File: src/hw/rtl/mcq_pkg.sv
// package for the per-class queue bank
// sizes, payload structs, result codes and controller types; no dependencies
`default_nettype none

package mcq_pkg;

  localparam int NUM_QUEUES  = 16;
  localparam int QUEUE_DEPTH = 8;
  localparam int ID_WIDTH    = 16;

  localparam int QIDX_W    = (NUM_QUEUES > 1) ? $clog2(NUM_QUEUES) : 1;
  localparam int PTR_W     = (QUEUE_DEPTH > 1) ? $clog2(QUEUE_DEPTH) : 1;
  localparam int CNT_W     = $clog2(QUEUE_DEPTH + 1);
  localparam int MEM_DEPTH = NUM_QUEUES * QUEUE_DEPTH;
  localparam int ADDR_W    = (MEM_DEPTH > 1) ? $clog2(MEM_DEPTH) : 1;
  localparam int ENTRY_W   = ID_WIDTH + 1;

  localparam logic MODE_ADD  = 1'b0;
  localparam logic MODE_TAKE = 1'b1;

  localparam logic [1:0] RES_ADDED  = 2'd0;
  localparam logic [1:0] RES_FULL   = 2'd1;
  localparam logic [1:0] RES_SERVED = 2'd2;
  localparam logic [1:0] RES_EMPTY  = 2'd3;

  typedef struct packed {
    logic        mode;
    logic [3:0]  queue_index;
    logic [15:0] item_id;
    logic        urgent;
  } req_t;

  typedef struct packed {
    logic [1:0]  result_code;
    logic [15:0] served_id;
    logic        served_urgent;
    logic [3:0]  count_after;
  } rsp_t;

  typedef enum logic [1:0] {
    ST_IDLE,
    ST_EXEC,
    ST_DONE
  } state_t;

  typedef struct packed {
    logic load;
    logic exec;
  } cmd_t;

  typedef struct packed {
    logic holding;
  } status_t;

endpackage

`default_nettype wire

File: src/hw/rtl/mcq_ctrl.sv
// controller for the per-class queue bank: sequences load, execute and reply
// depends on mcq_pkg
`default_nettype none

module mcq_ctrl (
  input  wire logic            clk,
  input  wire logic            rst,
  input  wire logic            req_valid,
  output logic                 req_stall,
  output logic                 rsp_valid,
  input  wire logic            rsp_stall,
  input  wire mcq_pkg::status_t status,
  output mcq_pkg::cmd_t        cmd
);

  mcq_pkg::state_t state;
  mcq_pkg::state_t state_next;

  always_ff @(posedge clk) begin
    if (rst) begin
      state <= mcq_pkg::ST_IDLE;
    end else begin
      state <= state_next;
    end
  end

  always_comb begin
    state_next = state;
    req_stall  = 1'b1;
    rsp_valid  = 1'b0;
    cmd.load   = 1'b0;
    cmd.exec   = 1'b0;
    case (state)
      mcq_pkg::ST_IDLE: begin
        req_stall = 1'b0;
        if (req_valid) begin
          cmd.load   = 1'b1;
          state_next = mcq_pkg::ST_EXEC;
        end
      end
      mcq_pkg::ST_EXEC: begin
        cmd.exec   = 1'b1;
        state_next = mcq_pkg::ST_DONE;
      end
      mcq_pkg::ST_DONE: begin
        rsp_valid = status.holding;
        if (!rsp_stall) begin
          state_next = mcq_pkg::ST_IDLE;
        end
      end
      default: begin
        state_next = mcq_pkg::ST_IDLE;
      end
    endcase
  end

endmodule

`default_nettype wire

File: src/hw/rtl/mcq_datapath.sv
// datapath for the per-class queue bank: counts, head pointers, entry store
// each class is a ring in the entry store; depends on mcq_pkg
`default_nettype none

module mcq_datapath (
  input  wire logic          clk,
  input  wire logic          rst,
  input  wire mcq_pkg::cmd_t cmd,
  input  wire mcq_pkg::req_t req,
  output mcq_pkg::rsp_t      rsp,
  output mcq_pkg::status_t   status
);

  localparam logic [mcq_pkg::CNT_W-1:0] DEPTH_C = mcq_pkg::CNT_W'(mcq_pkg::QUEUE_DEPTH);
  localparam logic [mcq_pkg::CNT_W:0] DEPTH_S = (mcq_pkg::CNT_W + 1)'(mcq_pkg::QUEUE_DEPTH);
  localparam logic [mcq_pkg::PTR_W-1:0] LAST_P =
    mcq_pkg::PTR_W'(mcq_pkg::QUEUE_DEPTH - 1);
  localparam logic [mcq_pkg::ADDR_W-1:0] DEPTH_A =
    mcq_pkg::ADDR_W'(mcq_pkg::QUEUE_DEPTH);
  localparam logic [mcq_pkg::QIDX_W+3:0] NUMQ_W =
    (mcq_pkg::QIDX_W + 4)'(mcq_pkg::NUM_QUEUES);

  mcq_pkg::req_t req_q;

  logic [mcq_pkg::CNT_W-1:0]   counts [mcq_pkg::NUM_QUEUES];
  logic [mcq_pkg::PTR_W-1:0]   heads  [mcq_pkg::NUM_QUEUES];
  logic [mcq_pkg::ENTRY_W-1:0] store  [mcq_pkg::MEM_DEPTH];
  logic [mcq_pkg::ENTRY_W-1:0] rd_data;

  logic [1:0]                res_code;
  logic [mcq_pkg::CNT_W-1:0] res_cnt;
  logic                      holding;

  logic [mcq_pkg::QIDX_W+3:0]   q_wide;
  logic [mcq_pkg::QIDX_W-1:0]   qi;
  logic                         q_ok;
  logic [mcq_pkg::CNT_W-1:0]    cnt;
  logic [mcq_pkg::PTR_W-1:0]    head;
  logic [mcq_pkg::CNT_W:0]      tail_sum;
  logic [mcq_pkg::CNT_W:0]      tail_wrap;
  logic [mcq_pkg::PTR_W-1:0]    slot;
  logic [mcq_pkg::ADDR_W-1:0]   addr;
  logic [mcq_pkg::ID_WIDTH+15:0] id_wide;
  logic [mcq_pkg::ENTRY_W-1:0]  wr_data;
  logic                         wr_en;
  logic                         rd_en;
  logic                         upd_en;
  logic [mcq_pkg::CNT_W-1:0]    cnt_new;
  logic [mcq_pkg::PTR_W-1:0]    head_new;
  logic [1:0]                   code_new;
  logic [mcq_pkg::CNT_W-1:0]    cnt_out;
  logic [mcq_pkg::CNT_W+3:0]    cnt_wide;
  logic [mcq_pkg::ID_WIDTH+15:0] sid_wide;

  always_comb begin
    q_wide    = {{mcq_pkg::QIDX_W{1'b0}}, req_q.queue_index};
    qi        = q_wide[mcq_pkg::QIDX_W-1:0];
    q_ok      = q_wide < NUMQ_W;
    cnt       = counts[qi];
    head      = heads[qi];
    tail_sum  = {1'b0, cnt} + (mcq_pkg::CNT_W + 1)'(head);
    tail_wrap = (tail_sum >= DEPTH_S) ? tail_sum - DEPTH_S : tail_sum;
    id_wide   = {{mcq_pkg::ID_WIDTH{1'b0}}, req_q.item_id};
    wr_data   = {req_q.urgent, id_wide[mcq_pkg::ID_WIDTH-1:0]};
    wr_en     = 1'b0;
    rd_en     = 1'b0;
    upd_en    = 1'b0;
    cnt_new   = cnt;
    head_new  = head;
    slot      = head;
    code_new  = (req_q.mode == mcq_pkg::MODE_TAKE) ? mcq_pkg::RES_EMPTY
                                                  : mcq_pkg::RES_FULL;
    cnt_out   = '0;
    if (q_ok) begin
      cnt_out = cnt;
      if (req_q.mode == mcq_pkg::MODE_ADD) begin
        if (cnt == DEPTH_C) begin
          code_new = mcq_pkg::RES_FULL;
        end else begin
          code_new = mcq_pkg::RES_ADDED;
          wr_en    = cmd.exec;
          upd_en   = cmd.exec;
          cnt_new  = cnt + 1'b1;
          if (req_q.urgent) begin
            slot     = (head == '0) ? LAST_P : head - 1'b1;
            head_new = slot;
          end else begin
            slot = tail_wrap[mcq_pkg::PTR_W-1:0];
          end
          cnt_out = cnt_new;
        end
      end else begin
        if (cnt == '0) begin
          code_new = mcq_pkg::RES_EMPTY;
        end else begin
          code_new = mcq_pkg::RES_SERVED;
          rd_en    = cmd.exec;
          upd_en   = cmd.exec;
          cnt_new  = cnt - 1'b1;
          head_new = (head == LAST_P) ? '0 : head + 1'b1;
          cnt_out  = cnt_new;
        end
      end
    end
    addr = (mcq_pkg::ADDR_W'(qi) * DEPTH_A) + mcq_pkg::ADDR_W'(slot);
  end

  always_ff @(posedge clk) begin
    if (cmd.load) begin
      req_q <= req;
    end
    if (cmd.exec) begin
      res_code <= code_new;
      res_cnt  <= cnt_out;
    end
    if (wr_en) begin
      store[addr] <= wr_data;
    end
    if (rd_en) begin
      rd_data <= store[addr];
    end
  end

  always_ff @(posedge clk) begin
    if (rst) begin
      holding <= 1'b0;
      for (int i = 0; i < mcq_pkg::NUM_QUEUES; i++) begin
        counts[i] <= '0;
        heads[i]  <= '0;
      end
    end else begin
      if (cmd.exec) begin
        holding <= 1'b1;
      end else if (cmd.load) begin
        holding <= 1'b0;
      end
      if (upd_en) begin
        counts[qi] <= cnt_new;
        heads[qi]  <= head_new;
      end
    end
  end

  always_comb begin
    cnt_wide = {4'b0, res_cnt};
    sid_wide = {16'b0, rd_data[mcq_pkg::ID_WIDTH-1:0]};
    rsp.result_code = res_code;
    rsp.count_after = cnt_wide[3:0];
    if (res_code == mcq_pkg::RES_SERVED) begin
      rsp.served_id     = sid_wide[15:0];
      rsp.served_urgent = rd_data[mcq_pkg::ENTRY_W-1];
    end else begin
      rsp.served_id     = '0;
      rsp.served_urgent = 1'b0;
    end
    status.holding = holding;
  end

endmodule

`default_nettype wire

File: src/hw/rtl/multi_class_two_priority_queue.sv
// timing: a request is accepted, executed the next cycle, and its beat is
// offered the cycle after; a new request waits for the reply step of the
// controller (idle, execute, reply) to end; the store read is registered
// reset: counts and head pointers clear in the reset cycle, no clearing pass;
// entry storage is left as it is. depends on mcq_pkg, mcq_ctrl, mcq_datapath
`default_nettype none

module multi_class_two_priority_queue (
  input  wire logic          clk,
  input  wire logic          rst,
  input  wire logic          req_valid,
  output logic               req_stall,
  input  wire mcq_pkg::req_t req,
  output logic               rsp_valid,
  input  wire logic          rsp_stall,
  output mcq_pkg::rsp_t      rsp
);

  mcq_pkg::cmd_t    cmd;
  mcq_pkg::status_t status;

  mcq_ctrl u_ctrl (
    .clk       (clk),
    .rst       (rst),
    .req_valid (req_valid),
    .req_stall (req_stall),
    .rsp_valid (rsp_valid),
    .rsp_stall (rsp_stall),
    .status    (status),
    .cmd       (cmd)
  );

  mcq_datapath u_datapath (
    .clk    (clk),
    .rst    (rst),
    .cmd    (cmd),
    .req    (req),
    .rsp    (rsp),
    .status (status)
  );

endmodule

`default_nettype wire
File: config.mk
export PLATFORM = sky130hd
export DESIGN_NAME = multi_class_two_priority_queue
export DESIGN_NICKNAME = d
export VERILOG_FILES = /design/src/hw/rtl/mcq_pkg.sv /design/src/hw/rtl/mcq_ctrl.sv /design/src/hw/rtl/mcq_datapath.sv /design/src/hw/rtl/multi_class_two_priority_queue.sv
export SDC_FILE = /design/constraint.sdc
export NUM_CORES = 2
export LEC_CHECK = 0
export BUFFER_PORTS_ARGS = -buffer_cell sky130_fd_sc_hd__buf_2
export CAP_MARGIN = 20
export CORE_MARGIN = 3
export CORE_UTILIZATION = 53
export DETAILED_ROUTE_END_ITERATION = 10
export PLACE_DENSITY_LB_ADDON = 0.08
export RECOVER_POWER = 25
export SETUP_SLACK_MARGIN = 0.05
export SKIP_CTS_REPAIR_TIMING = 1
export SLEW_MARGIN = 40
export SYNTH_ARGS = -nofsm -noshare
export SYNTH_HDL_FRONTEND = slang
export SYNTH_SLANG_ARGS = --single-unit
File: constraint.sdc
create_clock -name clk -period 12.12 [get_ports clk]
set_clock_uncertainty 0.2 [all_clocks]
set_input_delay 0.606 -clock clk [delete_from_list [all_inputs] [get_ports clk]]
set_output_delay 0.606 -clock clk [all_outputs]
set_load 0.01 [all_outputs]
==> results.cfg <==
[global_route]
grt_max_degree = 158
overflow = 0
grtUsageTotal = 0.303
grt_pass1_wl_um = 397000
grt_pass1_vias = 54200
antenna_found_initial = 16

[critical_path]
startpoint_type = flip-flop
timing_worst_setup_path_type = reg2reg
reg2reg_slack_ps = 4600
timing.rr.end = u_datapath.rd_data[1]
critPathMaxFanout = 37
reg2reg_depth = 21
worstPathArrival_ps = 8010
endpoint_kind = flip-flop
cp_data_required_time_ps = 12610

[placement]
placedInstanceArea_um2 = 96800
place_congestion = 0.896
dp_hpwl_um = 161000
io_buffer_count = 50

[synth]
synth_fp_nets = 6992
ys_ff_latch = 2340
synth_enable_flop_cells = 2333
ys_seq_area_frac = 0.751
syn_inst = 6958
synth.distinct_cells = 71
synth.avg_cell_area_um2 = 13.4
yosys-top-cells-area = edfxtp_1 75%, nand2_1 7.8%, nand3_1 5.4%, mux2i_1 1.4%, buf_2 1.3%
synthArstFlopShare = 0
yosys_warnings = 0
synth.top_cell.area_share = 0.750
syn_area_um2 = 93400
yosys.area.top_type = edfxtp_1
dominantRegCellSynth = edfxtp_1

[routing]
route.detailed.drc = 0
vias_per_cell = 6.15
ant_nets = 0
drt-initial-drc-count = 8740
routed_wirelength_um = 277000
wl_per_cell_um = 28.9
first_pass_iters = 6
vias = 59100

[timing]
relSlewSlack = -2.05
drv_slew = 1582
finalSetupTns_ps = 0
period_share = 0.620
worstMarginPinSlew_ps = 4580
setup_viol = 0
fmax_mhz = 133
rsz0062_at_grt = false
hold_viol = 0
fin_hold_ws_ps = 251
fin_crit_ps = 7520

[clocking]
cts_buffers = 231
clock-root-buffer = clkbuf_16
cts_tree = yes
cts_buffer_depth = 3
cts.htree.levels = 4
cts_sinks = 2340
path_clk_slew_ps = 60
clk_latency_ps = 870

[pwr]
leakage_uw = 0.0354
pwr-share-comb = 0.227
seqPwrFrac = 0.441
power.internal_uw = 14000
power_frac_clock = 0.332
p_switching_uw = 6490
ir_worst_vdd_v = 0.000217
switching_share = 0.317
powerDensity_nw_per_um2 = 197

[min_path]
hold_depth = 2
min_to = u_datapath.id_wide[0]
hp-start = req[1]
min_path_type = in2reg

[final_layout]
final_core_util = 0.596
area_growth_syn_to_layout_pct = 11.3
postLayoutCellArea_um2 = 104000
drive_gt1_frac = 0.0967
nets = 7120

[die]
row_count = 153
fp.dieH_um = 426
die_x_um = 426
coreArea_um2 = 175000
initial_core_util = 0.535
ios = 51
die_area_um2 = 181000

[run_status]
violations = capacitance limit, slew limit
outcome = finished with violations

[run]
maxCapViolations = 26
## stage by stage
stage | setup slack [ps] | total power [uW] | instances
floorplan | 6220 | 12100 | 6958
global placement | 4510 | 13700 | 9150
detailed placement | 4630 | 13700 | 9151
CTS | 4620 | 20400 | 9569
global route | 4300 | 21100 | 9596
finish | 4600 | 20400 | 9599
## synthesized netlist by cell type, types with 8 or more instances
library cell and number:
a2111oi_2 15, a211o_1 16, a211oi_1 19, a21oi_1 54, a221oi_1 31, a221oi_2 15
a22oi_1 15, a311oi_1 32, a31oi_1 84, a32o_1 45, a32oi_1 32, and2_1 36
and3_1 94, buf_1 8, buf_2 244, buf_4 25, buf_6 31, clkbuf_1 133
edfxtp_1 2333, inv_1 17, mux2i_1 127, mux4_2 25, nand2_1 1952, nand2b_1 21
nand3_1 1012, nand4_1 56, nor2_1 325, nor2b_1 10, nor3_1 9, nor4_1 16
o2111ai_1 15, o21ai_0 13, o21ai_1 12, o22ai_1 18
## worst max-delay path: stages, from the launching register on
cell and delay, ps:
dfxtp_2 310, buf_4 480, mux4_2 600, mux2_4 310, a32oi_4 350, inv_1 160
ha_1 220, inv_1 80, fa_1 290, nor3_1 80, a2111oi_0 490, and4b_1 270
a31o_1 230, nor2_4 60, buf_4 290, nor2_4 550, buf_4 560, buf_4 510
nand3_1 130, o2111ai_1 390, o22ai_1 400, a221oi_2 310
## power by group through the flow
stage | Clock [uW] | Sequential (uW) | Combinational, uW
floorplan | 0 | 9240 | 2860
global placement | 0 | 9170 | 4540
detailed placement | 0 | 9170 | 4580
CTS | 6860 | 9000 | 4590
global route | 7170 | 9020 | 4940
finish | 6790 | 9020 | 4640
## worst max-delay path by stage
stage | end | cells after the start | start
after CTS | u_datapath.rd_data[11] | 21 | flip-flop
after detailed placement | u_datapath.rd_data[11] | 21 | flip-flop
after floorplan | u_datapath.store[10][0] | 20 | flip-flop
after global routing | u_datapath.rd_data[1] | 21 | flip-flop
final | u_datapath.rd_data[1] | 21 | flip-flop
after global placement | u_datapath.rd_data[11] | 21 | flip-flop
## placed cells by master (no fill, tap or decap), drive strengths merged, types with 19 or more instances in the layout
master	instances
a211oi	19
a21oi	54
a221oi	46
a311oi	32
a31oi	84
a32o	45
a32oi	33
and2	36
and3	94
buf	277
clkbuf	326
clkinv	105
dlygate4sd3	26
edfxtp	2333
inv	22
mux2i	128
mux4	25
nand2	1953
nand2b	21
nand3	1012
nand4	56
nor2	331
o21ai	25
## sequential cells by signal, indices dropped and copies added, names as in the netlist, named ones only
name                 cells
u_datapath.store      2176
u_datapath.counts       64
u_datapath.heads        48
u_datapath.rd_data      17
u_datapath.id_wide      16
u_datapath.qi            4
u_datapath.res_cnt       4
u_ctrl.state             2
u_datapath.req_q         2
u_datapath.res_code      2
u_datapath.status        1
## routing by layer
layer	wire length (um)	vias to the layer above	share of wire	track usage
li1	-	25800	-	-
met1	114000	29800	0.41	0.446
met2	127000	2983	0.46	0.463
met3	27000	443	0.098	0.0559
met4	9090	4	0.033	0.0914
met5	27	-	0.000097	0
## cells by family (layout without fill, tap and decap cells)
kind of cell | after synthesis | after routing | synth area share
AO/OA/AOI/OAI | 437 | 437 | 0.0375
XOR/XNOR | 2 | 2 | 0.000188
adder cells (fa/ha/maj) | 8 | 8 | 0.00115
buffers and inverters | 460 | 773 | 0.0252
flip-flops | 2340 | 2340 | 0.751
multiplexers | 159 | 159 | 0.0206
other | 0 | 3 | 0
AND/OR/NAND/NOR | 3552 | 3552 | 0.164
## area by class of cell
cell class / instances / area [um2]
Antenna cell: 3 / 7.51
Clock buffer: 293 / 6080
Clock inverter: 125 / 963
Fill cell: 13700 / 70600
Inverter: 19 / 72.6
Multi-Input combinational cell: 4158 / 21200
Sequential cell: 2340 / 70200
Tap cell: 2325 / 2910
Timing Repair Buffer: 336 / 2580
Note: power is estimated with default switching activity, not from simulation.
